**config.mk**
```make
export PLATFORM = sky130hd
export DESIGN_NAME = bounded_sorted_int_deque_top
export DESIGN_NICKNAME = d
export VERILOG_FILES = /design/src/rtl/bsid_pkg.sv /design/src/rtl/bsid_ram.sv /design/src/rtl/bounded_sorted_int_deque_top.sv
export SDC_FILE = /design/constraint.sdc
export NUM_CORES = 2
export LEC_CHECK = 0
export CAP_MARGIN = 20
export CORE_MARGIN = 10
export CORE_UTILIZATION = 30
export CTS_CLUSTER_DIAMETER = 120
export DETAILED_ROUTE_END_ITERATION = 8
export DONT_BUFFER_PORTS = 1
export GPL_ROUTABILITY_DRIVEN = 1
export PLACE_DENSITY_LB_ADDON = 0.1
export SLEW_MARGIN = 20
export SYNTH_ARGS = -nofsm -noshare
export SYNTH_HDL_FRONTEND = slang
export SYNTH_SLANG_ARGS = --single-unit
```
**constraint.sdc**
```tcl
create_clock -name clk -period 6.9 [get_ports clk]
set_input_delay 1.38 -clock clk [delete_from_list [all_inputs] [get_ports clk]]
set_output_delay 1.38 -clock clk [all_outputs]
set_load 0.01 [all_outputs]
```
**src/rtl/bsid_pkg.sv**
```systemverilog
package bsid_pkg;

    localparam int CAPACITY_DEF = 64;
    localparam int VALUE_W      = 32;

    // operation codes
    localparam logic [2:0] OP_PUSH_HEAD = 3'd0;
    localparam logic [2:0] OP_PUSH_TAIL = 3'd1;
    localparam logic [2:0] OP_POP_HEAD  = 3'd2;
    localparam logic [2:0] OP_REVERSE   = 3'd3;
    localparam logic [2:0] OP_INSERT    = 3'd4;
    localparam logic [2:0] OP_DUMP      = 3'd5;

    // status codes
    localparam logic [1:0] ST_OK    = 2'd0;
    localparam logic [1:0] ST_FULL  = 2'd1;
    localparam logic [1:0] ST_EMPTY = 2'd2;
    localparam logic [1:0] ST_DUP   = 2'd3;

    typedef struct packed {
        logic [2:0]                op;
        logic signed [VALUE_W-1:0] value;
    } req_t;

    typedef struct packed {
        logic [1:0]                status;
        logic signed [VALUE_W-1:0] item_value;
        logic                      last;
    } rsp_t;

endpackage

```
**src/rtl/bsid_ram.sv**
```systemverilog
module bsid_ram #(
    parameter int WIDTH = 32,
    parameter int DEPTH = 64,
    localparam int AW   = $clog2(DEPTH)
) (
    input  logic             clk,
    input  logic             wr_en,
    input  logic [AW-1:0]    wr_addr,
    input  logic [WIDTH-1:0] wr_data,
    input  logic [AW-1:0]    rd_addr,
    output logic [WIDTH-1:0] rd_data
);

    logic [WIDTH-1:0] mem_reg [DEPTH];
    logic [WIDTH-1:0] rd_data_reg;

    // read-first, registered read
    always_ff @(posedge clk)
    begin
        if (wr_en)
        begin
            mem_reg[wr_addr] <= wr_data;
        end
        rd_data_reg <= mem_reg[rd_addr];
    end

    assign rd_data = rd_data_reg;

endmodule

```
**src/rtl/bounded_sorted_int_deque_top.sv**
```systemverilog
// Push, pop, reverse and unused codes register their result at accept, valid the next cycle;
// ordered insert scans every entry, moves each entry above the insert point up one slot, then
// writes the value; a duplicate or full store ends after the scan. Dump reads its first entry,
// then gives one per cycle while rsp is not stalled. Throughput: a request is taken only when
// the sequencer is idle and the result register is free, so at best one short request per cycle.
// Reset (rst_n low, async) empties the list and clears the reverse flag; RAM is not cleared.
module bounded_sorted_int_deque_top #(
    parameter int CAPACITY = bsid_pkg::CAPACITY_DEF
) (
    input  logic          clk,
    input  logic          rst_n,
    input  logic          req_valid,
    output logic          req_stall,
    input  bsid_pkg::req_t req,
    output logic          rsp_valid,
    input  logic          rsp_stall,
    output bsid_pkg::rsp_t rsp
);

    import bsid_pkg::*;

    localparam int AW = $clog2(CAPACITY);       // RAM address / entry index
    localparam int CW = $clog2(CAPACITY + 1);   // entry count 0..CAPACITY

    // sequencer states
    localparam logic [2:0] S_IDLE  = 3'd0;
    localparam logic [2:0] S_SCAN  = 3'd1;
    localparam logic [2:0] S_SHIFT = 3'd2;
    localparam logic [2:0] S_PUT   = 3'd3;
    localparam logic [2:0] S_DUMP  = 3'd4;

    // Storage is a circular buffer: S[j] lives at (head + j) mod CAPACITY.
    // Logical order is S when rev_reg is low, S read backwards when high.
    function automatic logic [AW-1:0] phys(input logic [AW-1:0] hd, input logic [AW-1:0] off);
        logic [AW:0] sum;
        sum = {1'b0, hd} + {1'b0, off};
        if (sum >= (AW+1)'(CAPACITY))
        begin
            sum = sum - (AW+1)'(CAPACITY);
        end
        return sum[AW-1:0];
    endfunction

    logic [2:0]                state_reg, state_next;
    logic [CW-1:0]             cnt_reg, cnt_next;
    logic [AW-1:0]             head_reg, head_next;
    logic                      rev_reg, rev_next;
    logic [AW-1:0]             idx_reg, idx_next;
    logic [CW-1:0]             k_reg, k_next;          // insert point as an S index
    logic                      found_reg, found_next;
    logic                      dup_reg, dup_next;
    logic signed [VALUE_W-1:0] val_reg, val_next;
    logic                      rsp_valid_reg, rsp_valid_next;
    rsp_t                      rsp_reg, rsp_next;

    // RAM port
    logic                      wr_en;
    logic [AW-1:0]             wr_addr;
    logic [VALUE_W-1:0]        wr_data;
    logic [AW-1:0]             rd_addr;
    logic signed [VALUE_W-1:0] rd_data;

    logic                      rsp_free;
    logic                      accept;
    logic                      load_rsp;
    logic [1:0]                ld_status;
    logic signed [VALUE_W-1:0] ld_value;
    logic                      ld_last;

    // shared compare unit, used during the insert scan
    logic                      cmp_eq;
    logic                      cmp_lt;

    logic [CW-1:0]             cnt_m1;
    logic [AW-1:0]             last_idx;
    logic                      is_full;
    logic                      is_empty;
    logic [CW-1:0]             kk;

    bsid_ram #(
        .WIDTH (VALUE_W),
        .DEPTH (CAPACITY)
    ) u_ram (
        .clk     (clk),
        .wr_en   (wr_en),
        .wr_addr (wr_addr),
        .wr_data (wr_data),
        .rd_addr (rd_addr),
        .rd_data (rd_data)
    );

    assign rsp_free  = !rsp_valid_reg || !rsp_stall;
    assign req_stall = (state_reg != S_IDLE) || !rsp_free;
    assign accept    = req_valid && !req_stall;

    assign cnt_m1   = cnt_reg - CW'(1);
    assign last_idx = cnt_m1[AW-1:0];
    assign is_full  = (cnt_reg == CW'(CAPACITY));
    assign is_empty = (cnt_reg == '0);

    assign cmp_eq = (rd_data == val_reg);
    assign cmp_lt = (rd_data < val_reg);

    // logical position -> S index
    function automatic logic [AW-1:0] l2s(input logic rv, input logic [AW-1:0] top,
                                           input logic [AW-1:0] i);
        return rv ? (top - i) : i;
    endfunction

    always_comb
    begin
        state_next = state_reg;
        cnt_next   = cnt_reg;
        head_next  = head_reg;
        rev_next   = rev_reg;
        idx_next   = idx_reg;
        k_next     = k_reg;
        found_next = found_reg;
        dup_next   = dup_reg;
        val_next   = val_reg;
        kk         = k_reg;

        wr_en   = 1'b0;
        wr_addr = head_reg;
        wr_data = req.value;
        rd_addr = phys(head_reg, idx_reg);

        load_rsp  = 1'b0;
        ld_status = ST_OK;
        ld_value  = '0;
        ld_last   = 1'b1;

        unique case (state_reg)
            S_IDLE:
            begin
                if (accept)
                begin
                    unique case (req.op)
                        OP_PUSH_HEAD, OP_PUSH_TAIL:
                        begin
                            load_rsp = 1'b1;
                            if (is_full)
                            begin
                                ld_status = ST_FULL;
                            end
                            else
                            begin
                                wr_en    = 1'b1;
                                cnt_next = cnt_reg + CW'(1);
                                // logical front is S head unless reversed
                                if ((req.op == OP_PUSH_HEAD) != rev_reg)
                                begin
                                    head_next = (head_reg == '0) ? AW'(CAPACITY - 1)
                                                                 : head_reg - AW'(1);
                                    wr_addr   = head_next;
                                end
                                else
                                begin
                                    wr_addr = phys(head_reg, cnt_reg[AW-1:0]);
                                end
                            end
                        end
                        OP_POP_HEAD:
                        begin
                            load_rsp = 1'b1;
                            if (is_empty)
                            begin
                                ld_status = ST_EMPTY;
                            end
                            else
                            begin
                                cnt_next = cnt_m1;
                                if (!rev_reg)
                                begin
                                    head_next = phys(head_reg, AW'(1));
                                end
                            end
                        end
                        OP_REVERSE:
                        begin
                            load_rsp = 1'b1;
                            rev_next = !rev_reg;
                        end
                        OP_INSERT:
                        begin
                            val_next   = req.value;
                            dup_next   = 1'b0;
                            found_next = 1'b0;
                            if (is_empty)
                            begin
                                k_next     = '0;
                                state_next = S_PUT;
                            end
                            else
                            begin
                                idx_next   = '0;
                                rd_addr    = phys(head_reg, '0);
                                // no entry >= value: end of logical order
                                k_next     = rev_reg ? '0 : cnt_reg;
                                state_next = S_SCAN;
                            end
                        end
                        OP_DUMP:
                        begin
                            if (is_empty)
                            begin
                                load_rsp  = 1'b1;
                                ld_status = ST_EMPTY;
                            end
                            else
                            begin
                                idx_next   = '0;
                                rd_addr    = phys(head_reg, l2s(rev_reg, last_idx, '0));
                                state_next = S_DUMP;
                            end
                        end
                        default:
                        begin
                            load_rsp = 1'b1;
                        end
                    endcase
                end
            end

            S_SCAN:
            begin
                // rd_data holds S[idx_reg]
                dup_next = dup_reg || cmp_eq;
                if (!cmp_lt)
                begin
                    if (rev_reg)
                    begin
                        kk = CW'(idx_reg) + CW'(1);     // after the last S entry >= value
                    end
                    else if (!found_reg)
                    begin
                        kk         = CW'(idx_reg);      // first S entry >= value
                        found_next = 1'b1;
                    end
                end
                k_next = kk;
                if (idx_reg != last_idx)
                begin
                    idx_next = idx_reg + AW'(1);
                    rd_addr  = phys(head_reg, idx_reg + AW'(1));
                end
                else
                begin
                    rd_addr = phys(head_reg, idx_reg);  // primes the move pass
                    if (dup_next)
                    begin
                        load_rsp   = 1'b1;
                        ld_status  = ST_DUP;
                        state_next = S_IDLE;
                    end
                    else if (is_full)
                    begin
                        load_rsp   = 1'b1;
                        ld_status  = ST_FULL;
                        state_next = S_IDLE;
                    end
                    else if (kk == cnt_reg)
                    begin
                        state_next = S_PUT;
                    end
                    else
                    begin
                        state_next = S_SHIFT;
                    end
                end
            end

            S_SHIFT:
            begin
                // move S[idx] up one slot, walking down to the insert point
                wr_en   = 1'b1;
                wr_addr = phys(head_reg, idx_reg + AW'(1));
                wr_data = rd_data;
                if (CW'(idx_reg) == k_reg)
                begin
                    state_next = S_PUT;
                end
                else
                begin
                    idx_next = idx_reg - AW'(1);
                    rd_addr  = phys(head_reg, idx_reg - AW'(1));
                end
            end

            S_PUT:
            begin
                wr_en      = 1'b1;
                wr_addr    = phys(head_reg, k_reg[AW-1:0]);
                wr_data    = val_reg;
                cnt_next   = cnt_reg + CW'(1);
                load_rsp   = 1'b1;
                state_next = S_IDLE;
            end

            S_DUMP:
            begin
                // rd_data holds logical entry idx_reg; address held while stalled
                rd_addr = phys(head_reg, l2s(rev_reg, last_idx, idx_reg));
                if (rsp_free)
                begin
                    load_rsp = 1'b1;
                    ld_value = rd_data;
                    ld_last  = (idx_reg == last_idx);
                    if (idx_reg == last_idx)
                    begin
                        state_next = S_IDLE;
                    end
                    else
                    begin
                        idx_next = idx_reg + AW'(1);
                        rd_addr  = phys(head_reg, l2s(rev_reg, last_idx, idx_reg + AW'(1)));
                    end
                end
            end

            default:
            begin
                state_next = S_IDLE;
            end
        endcase

        rsp_next = rsp_reg;
        if (load_rsp)
        begin
            rsp_next.status     = ld_status;
            rsp_next.item_value = ld_value;
            rsp_next.last       = ld_last;
        end

        if (load_rsp)
        begin
            rsp_valid_next = 1'b1;
        end
        else if (!rsp_stall)
        begin
            rsp_valid_next = 1'b0;
        end
        else
        begin
            rsp_valid_next = rsp_valid_reg;
        end
    end

    always_ff @(posedge clk or negedge rst_n)
    begin
        if (!rst_n)
        begin
            state_reg     <= S_IDLE;
            cnt_reg       <= '0;
            head_reg      <= '0;
            rev_reg       <= 1'b0;
            found_reg     <= 1'b0;
            dup_reg       <= 1'b0;
            rsp_valid_reg <= 1'b0;
        end
        else
        begin
            state_reg     <= state_next;
            cnt_reg       <= cnt_next;
            head_reg      <= head_next;
            rev_reg       <= rev_next;
            found_reg     <= found_next;
            dup_reg       <= dup_next;
            rsp_valid_reg <= rsp_valid_next;
        end
    end

    // datapath, no reset
    always_ff @(posedge clk)
    begin
        idx_reg <= idx_next;
        k_reg   <= k_next;
        val_reg <= val_next;
        rsp_reg <= rsp_next;
    end

    assign rsp_valid = rsp_valid_reg;
    assign rsp       = rsp_reg;

endmodule
```
# Yosys cells after proc, flatten, opt, wreduce, memory -nomap -nowiden
# Memory sizes are Yosys's and may differ from the RTL's. A register that Yosys moved wholly into a read port is not among the register bits.
# Index checks and enable logic that the tools add are counted.
word_totals:
  in_bits: 39
  reg_bits: 100
  word_cells: 219
  mem_bits_ro: 0
  out_inout_bits: 37
  latchBits: 0
  memories: 1
  ram_bits: 2048
op_classes:
  add_sub_neg: 27
  eq_ne: 39
  n_bitwise: 0
  magnitude_cmp: 11
  div: 0
  n_reduce_logical: 31
  n_mul: 0
  n_mux: 97
  shifts: 0
memory_table:
  columns: ["memory", "words", "word_bits", "rd", "rd_clocked_by_memory_dff", "wr", "line", "rtl"]
  rows:
  - ["u_ram.mem_reg", 64, 32, 1, 1, 1, "bsid_ram.sv:14", "logic [WIDTH-1:0] mem_reg [DEPTH];"]
ops:
  columns: ["operator", "count"]
  rows:
  - ["$mux W6", 36]
  - ["$mux W7", 11]
  - ["$sub A6 B1 Y6 const B", 12]
  - ["$pmux W32 S2", 1]
  - ["$ge A7 B7 Y1 const B", 9]
  - ["$add A6 B6 Y7", 8]
  - ["$pmux W6 S4", 2]
  - ["$pmux W7 S2", 3]
  - ["$eq A32 B32 Y1", 1]
  - ["$lt A32 B32 Y1", 1]
  - ["$ne A2 B2 Y1 const B", 16]
  - ["$pmux W6 S2", 2]
  - ["$mux W1", 19]
  - ["$mux W3", 6]
  - ["$pmux W6 S3", 1]
  - ["$add A6 B1 Y7 const B", 2]
  - ["$mux W2", 7]
  - ["$reduce_and A7 Y1", 2]
  - ["$eq A3 B2 Y1 const B", 4]
  - ["$pmux W3 S4", 1]
  - ["$sub A6 B6 Y6", 2]
  - ["$reduce_and A5 Y1", 2]
  - ["$eq A3 B3 Y1 const B", 3]
  - ["$ne A3 B3 Y1 const B", 3]
  - ["30 further kinds", 51]

# Longest topological paths before layout
logic_depth:
  depth_word: 10
  ltp_mapped: 25
  mapped_depth_nobuf: 20

# By module
# From an unflattened synthesis, not the netlist that was laid out.
hier_totals:
  cells_unflattened: 4511
  area_unflattened_um2: 88041.9
modules_own_cells:
  columns: ["module", "area_per_inst_um2", "seq_area_each_um2", "cells_each", "instances"]
  rows:
  - ["bsid_ram", 79039.6, 62139.6, 3511, 1]
  - ["bounded_sorted_int_deque_top", 9002.4, 2902.8, 1000, 1]

# Worst setup path before layout
# Ideal clock, no wire load.
synth_path:
  kind: "reg2reg"
  startpoint: "reg state_reg[0]"
  endpoint: "mem u_ram.mem_reg[0][0] (data pin)"
  n_path_buf: 4
  setup_time_ns: 0.702
  arrival_time_ns: 4.450
  t_required_ns: 6.198
  synth_period_minus_slack_ns: 5.152
  setup_slack_ns: 1.748
  stages_incl_launch_ff: 7
  cell_sequence: "dfrtp_1 clkbuf_1 buf_1 clkbuf_1 clkbuf_1 mux2i_1 o21ai_0"
synth_via:
  elab_chain_len: 2
  word_cells_on_any_way: 3
  cone_classes: "eq/ne: 2; mux: 1"
synth_rtl:
  columns: ["item", "line", "rtl"]
  rows:
  - ["start, declared", "bounded_sorted_int_deque_top.sv:44", "logic [2:0] state_reg, state_next;"]
  - ["start signal, assigned", "bounded_sorted_int_deque_top.sv:363", "state_reg <= state_next;"]
  - ["$eq A3 B2 Y1", "bounded_sorted_int_deque_top.sv:133", "unique case (state_reg)"]
  - ["$pmux W32 S2 (*)", "bounded_sorted_int_deque_top.sv:133", null]
  - ["via u_ram.wr_data[0]", "bsid_ram.sv:9", "input logic [WIDTH-1:0] wr_data,"]
  - ["end, declared", "bsid_ram.sv:14", null]
# The timed path passes the listed nets; every way through them passes the cells marked *.

# Final worst setup path
layout_path:
  startpoint: "reg idx_reg[1]"
  endpoint: "reg u_ram.rd_data_reg[26] (netlist: u_ram.rd_data[26]), read port of u_ram.mem_reg"
layout_via:
  elab_chain_len: 9
  word_cells_on_any_way: 38
  cone_classes: "add/sub: 14; order compare: 5; eq/ne: 3; mux: 16"
layout_rtl:
  columns: ["item", "line", "rtl"]
  rows:
  - ["start, declared", "bounded_sorted_int_deque_top.sv:48", "logic [AW-1:0] idx_reg, idx_next;"]
  - ["start signal, assigned", "bounded_sorted_int_deque_top.sv:376", "idx_reg <= idx_next;"]
  - ["$add A6 B1 Y6", "bounded_sorted_int_deque_top.sv:245, bounded_sorted_int_deque_top.sv:316", null]
  - ["$sub A6 B6 Y6", "bounded_sorted_int_deque_top.sv:107", "return rv ? (top - i) : i;"]
  - ["$mux W6", "bounded_sorted_int_deque_top.sv:107", null]
  - ["$add A6 B6 Y7", "bounded_sorted_int_deque_top.sv:36", "sum = {1'b0, hd} + {1'b0, off};"]
  - ["$sub A6 B1 Y6 or $ge A7 B7 Y1 (tied branches)", "bounded_sorted_int_deque_top.sv:39, bounded_sorted_int_deque_top.sv:37", null]
  - ["$mux W6", "bounded_sorted_int_deque_top.sv:37", "if (sum >= (AW+1)'(CAPACITY))"]
  - ["$mux W6", "bounded_sorted_int_deque_top.sv:309", "if (idx_reg == last_idx)"]
  - ["$mux W6", "bounded_sorted_int_deque_top.sv:304", "if (rsp_free)"]
  - ["$pmux W6 S4 (*)", "bounded_sorted_int_deque_top.sv:133", null]
  - ["end, declared", "bsid_ram.sv:15", "logic [WIDTH-1:0] rd_data_reg;"]
# Every way passes the cells marked *; elsewhere a longest branch is shown, timed or not.
# A chain may end at the register's enable or synchronous reset.

==> impl_metrics.py <==
metrics = {
    "outcome": {
        "run_status": "finished, final reports clean",
    },
    "timing": {
        "tightestPinTransition_ns": 1.147,
        "timing.hold.ws_ns": 0.2054,
        "relSlewSlack_pct": 23.55,
        "finalHoldViolCount": 0,
        "fin_ws_ns": 0.4395,
        "slew_viol_final": 0,
        "fmax_ghz": 0.1548,
        "period_minus_slack_ns": 6.461,
        "clock_skew_ns": 0.08873,
        "rsz0062_at_grt": "no",
        "setup_viol": 0,
        "fin_crit_sh_pct": 93.63,
    },
    "drt": {
        "wl_um": 327200,
        "ant_nets": 0,
        "viasPerCell": 5.246,
        "vias": 56350,
        "drtIter0Drc": 6238,
        "wl_per_cell_um": 30.46,
        "drc": 0,
        "first_pass_iters": 6,
    },
    "synthesis": {
        "synth_fa_ha_area_share_pct": 1.441,
        "ys_seq_area_share_pct": 72.05,
        "muxShareOfSynthArea_pct": 5.906,
        "ys_ff_latch": 2180,
        "synth_area_um2": 90280,
        "synth.top_cell.area_share_pct": 70.78,
        "synth_xor_area_share_pct": 0.7179,
        "synth_compound_area_share_pct": 6.583,
        "synth-simple-area-share_pct": 10.82,
        "synthTopCellsByArea": "edfxtp_1, mux2i_1, nand2_1, nand3_1, ha_1",
        "syn_area_per_cell_um2": 14.16,
        "synth_edf_count": 2128,
        "netlist_instances": 6376,
        "yosysWarnings": 0,
        "ys.flop_type": "edfxtp_1",
        "syn_nets": 6513,
        "yosysTopAreaCell": "edfxtp_1",
        "synth_cell_types": 90,
        "synth_top_family_by_area": "simple AND/OR/NAND/NOR gates",
        "async_flop_share_pct": 0.9174,
    },
    "global_route": {
        "grt_use_total_pct": 19.44,
        "grt_start_max_net_pins": 85,
        "grt_pass1_wl_um": 451400,
        "grt_antenna_before_repair": 26,
        "overflow": 0,
        "grt_pass1_vias": 54780,
    },
    "floorplanning": {
        "core_um2": 299800,
        "start_util_pct": 30.11,
        "rows": 201,
        "dieArea_um2": 323300,
        "io_pins": 76,
        "die_x_um": 568.6,
        "die_h_um": 568.6,
    },
    "setup_path": {
        "r2r-end": "u_ram.rd_data[26]",
        "path_buf_inv": 4,
        "path_max_fanout": 30,
        "crit_family": "simple AND/OR/NAND/NOR gates",
        "required_ns": 7.57,
        "start_kind": "register",
        "rr_startpoint": "idx_reg[1]",
        "path_cells": "inv_1 -> ha_1 -> inv_1 -> fa_1 -> xor2_1 -> nor2_1 -> a21oi_1 -> ha_1 -> a21oi_1 -> nand2_1 -> xor2_1 -> nand3_1 -> o2111ai_1 -> nor2_4 -> buf_4 -> a41o_1 -> a31o_2 -> a211oi_1 -> nor4_1 -> buf_4 -> nor4_1",
        "endpoint_kind": "register",
        "crit_type": "register to register",
        "crit_path_start": "idx_reg[1]",
        "ff2ff_path_depth": 21,
        "reg2reg_slack_ns": 0.44,
        "crit_path_end": "u_ram.rd_data[26]",
        "arrival_ns": 7.13,
        "cp.depth": 21,
        "cpPeakStageDelay_ns": 0.81,
        "crit_slowest_cell": "nor4_1",
    },
    "clocking": {
        "clockBufferDepth": 4,
        "ctsHtreeMaxLevel": 4,
        "cts_resized": 0,
        "cts_tree": "yes",
        "clk_pin_slew_ns": 0.06,
        "clkLatencyLatePin_ns": 0.94,
        "clockRootBuffer": "clkbuf_16",
        "postCtsSetupBuffers": 0,
        "holdBufCountCts": 0,
        "numCtsBuffers": 242,
        "cts_sinks": 2180,
    },
    "cells_and_area": {
        "layout.nets": 6708,
        "largest_reg_flops": 2048,
        "post-route-cell-area_um2": 105200,
        "final_layout_size_suffix_gt1_share_pct": 12.64,
        "final_util_pct": 35.08,
        "area_growth_pct": 16.48,
    },
    "placement": {
        "routabilityCongestion": 0.8399,
        "post-place-ws_ns": 0.2813,
        "portBuffers": 0,
        "dpl.hpwl_um": 191400,
        "placed_cell_area_um2": 97560,
    },
    "min_path": {
        "hp-class": "primary input to async pin",
    },
    "flow_run": {
        "cap_violations": 0,
    },
}
==> worst min path at each step <==
stage / startpoint / end / slack (ns) / depth (start not counted)
2_1_floorplan: dup_reg / dup_reg / 0.48 / 2
3_3_place_gp: dup_reg / dup_reg / 0.51 / 2
3_5_place_dp: dup_reg / dup_reg / 0.53 / 2
4_1_cts: rst_n / head_reg[2] / 0.15 / 0
5_1_grt: rst_n / state_reg[1] / 0.17 / 0
6_report: rst_n / state_reg[2] / 0.21 / 0
==> cell usage after synthesis (15+ instances only) <==
master / count
a31o_2: 15
a311oi_1: 47
buf_1: 24
a211oi_1: 66
mux2i_1: 527
a21oi_1: 203
dfxtp_1: 32
dfrtp_1: 20
nor4_1: 72
clkbuf_1: 157
a41o_1: 18
xnor2_1: 44
buf_2: 140
and3_1: 141
nand2_1: 1179
o211ai_1: 16
inv_1: 67
nand4_1: 16
a21o_1: 34
o21ai_0: 86
a31oi_1: 47
o2111ai_1: 15
a32oi_1: 26
a22o_1: 18
nand3_1: 451
o22ai_1: 165
nor3_1: 57
or4_1: 27
a221o_1: 33
buf_6: 25
xor2_1: 30
buf_4: 42
nor2_1: 135
edfxtp_1: 2128
ha_1: 88
==> area by class of cell <==
cell class | count | area [um2]
timing repair buffer | 339 | 3221
sequential | 2180 | 65040
tap | 3958 | 4952
clock inverter | 136 | 1129
antenna | 14 | 35.03
inverter | 70 | 262.8
multi-input combinational | 3738 | 24090
fill | 28930 | 194600
clock buffer | 307 | 6421
==> cells by family after synthesis <==
logic type / after synthesis
AO/OA/AOI/OAI: 872
XOR/XNOR: 74
adder cells (fa/ha/maj): 98
buffers and inverters: 458
flip-flops: 2180
multiplexers: 532
AND/OR/NAND/NOR: 2162
==> stage by stage <==
step                std cells  TNS, ns
finish                  10740        0
global route            10730        0
CTS                     10730        0
detailed placement      10290        0
global placement        10280  -0.6128
floorplan                6376        0
==> metal layers <==
metal	vias up	global-route usage, %	share of wire, %
met3	402	3.237	6.2
met5	-	0	0.0040
met2	1786	31.49	46
li1	24750	-	-
met1	29410	27.27	45
met4	2	4.628	2.4
==> placed cells by master, fill, tap and decap left out, drive strengths merged, types with 12 or more instances in the layout <==
cell     synthesis  final
a31o            16     16
dfxtp           32     32
dfrtp           20     20
a311oi          47     47
xnor2           44     44
buf            231    339
nor2b           13     13
xor2            30     30
nor4            75     75
clkinv           2    108
a41o            18     18
clkbuf         157    307
mux2i          527    527
nand2         1180   1180
a221o           33     33
nor3            61     61
a211oi          67     67
o211ai          16     16
nand3          455    455
edfxtp        2128   2128
ha              88     88
a21oi          203    203
a32oi           26     26
o2111ai         15     15
nor2           138    138
and3           141    141
bufinv           0     16
a31oi           47     47
diode            0     14
a41oi           12     12
a22o            18     18
or4             28     28
inv             68     74
nand4           16     16
o22ai          166    166
a21o            34     34
o21ai           88     88
==> worst register-to-register path, stage by stage (launching register included) <==
cell and delay, ns:
edfxtp_1 0.65, inv_1 0.18, ha_1 0.40, inv_1 0.16, fa_1 0.43, xor2_1 0.17
nor2_1 0.06, a21oi_1 0.15, ha_1 0.30, a21oi_1 0.16, nand2_1 0.10, xor2_1 0.15
nand3_1 0.08, o2111ai_1 0.31, nor2_4 0.71, buf_4 0.67, a41o_1 0.26, a31o_2 0.13
a211oi_1 0.05, nor4_1 0.81, buf_4 0.24, nor4_1 0.09
Power is not shown: default switching activity piles up to over one toggle a cycle in this logic, so the estimate is an artifact.
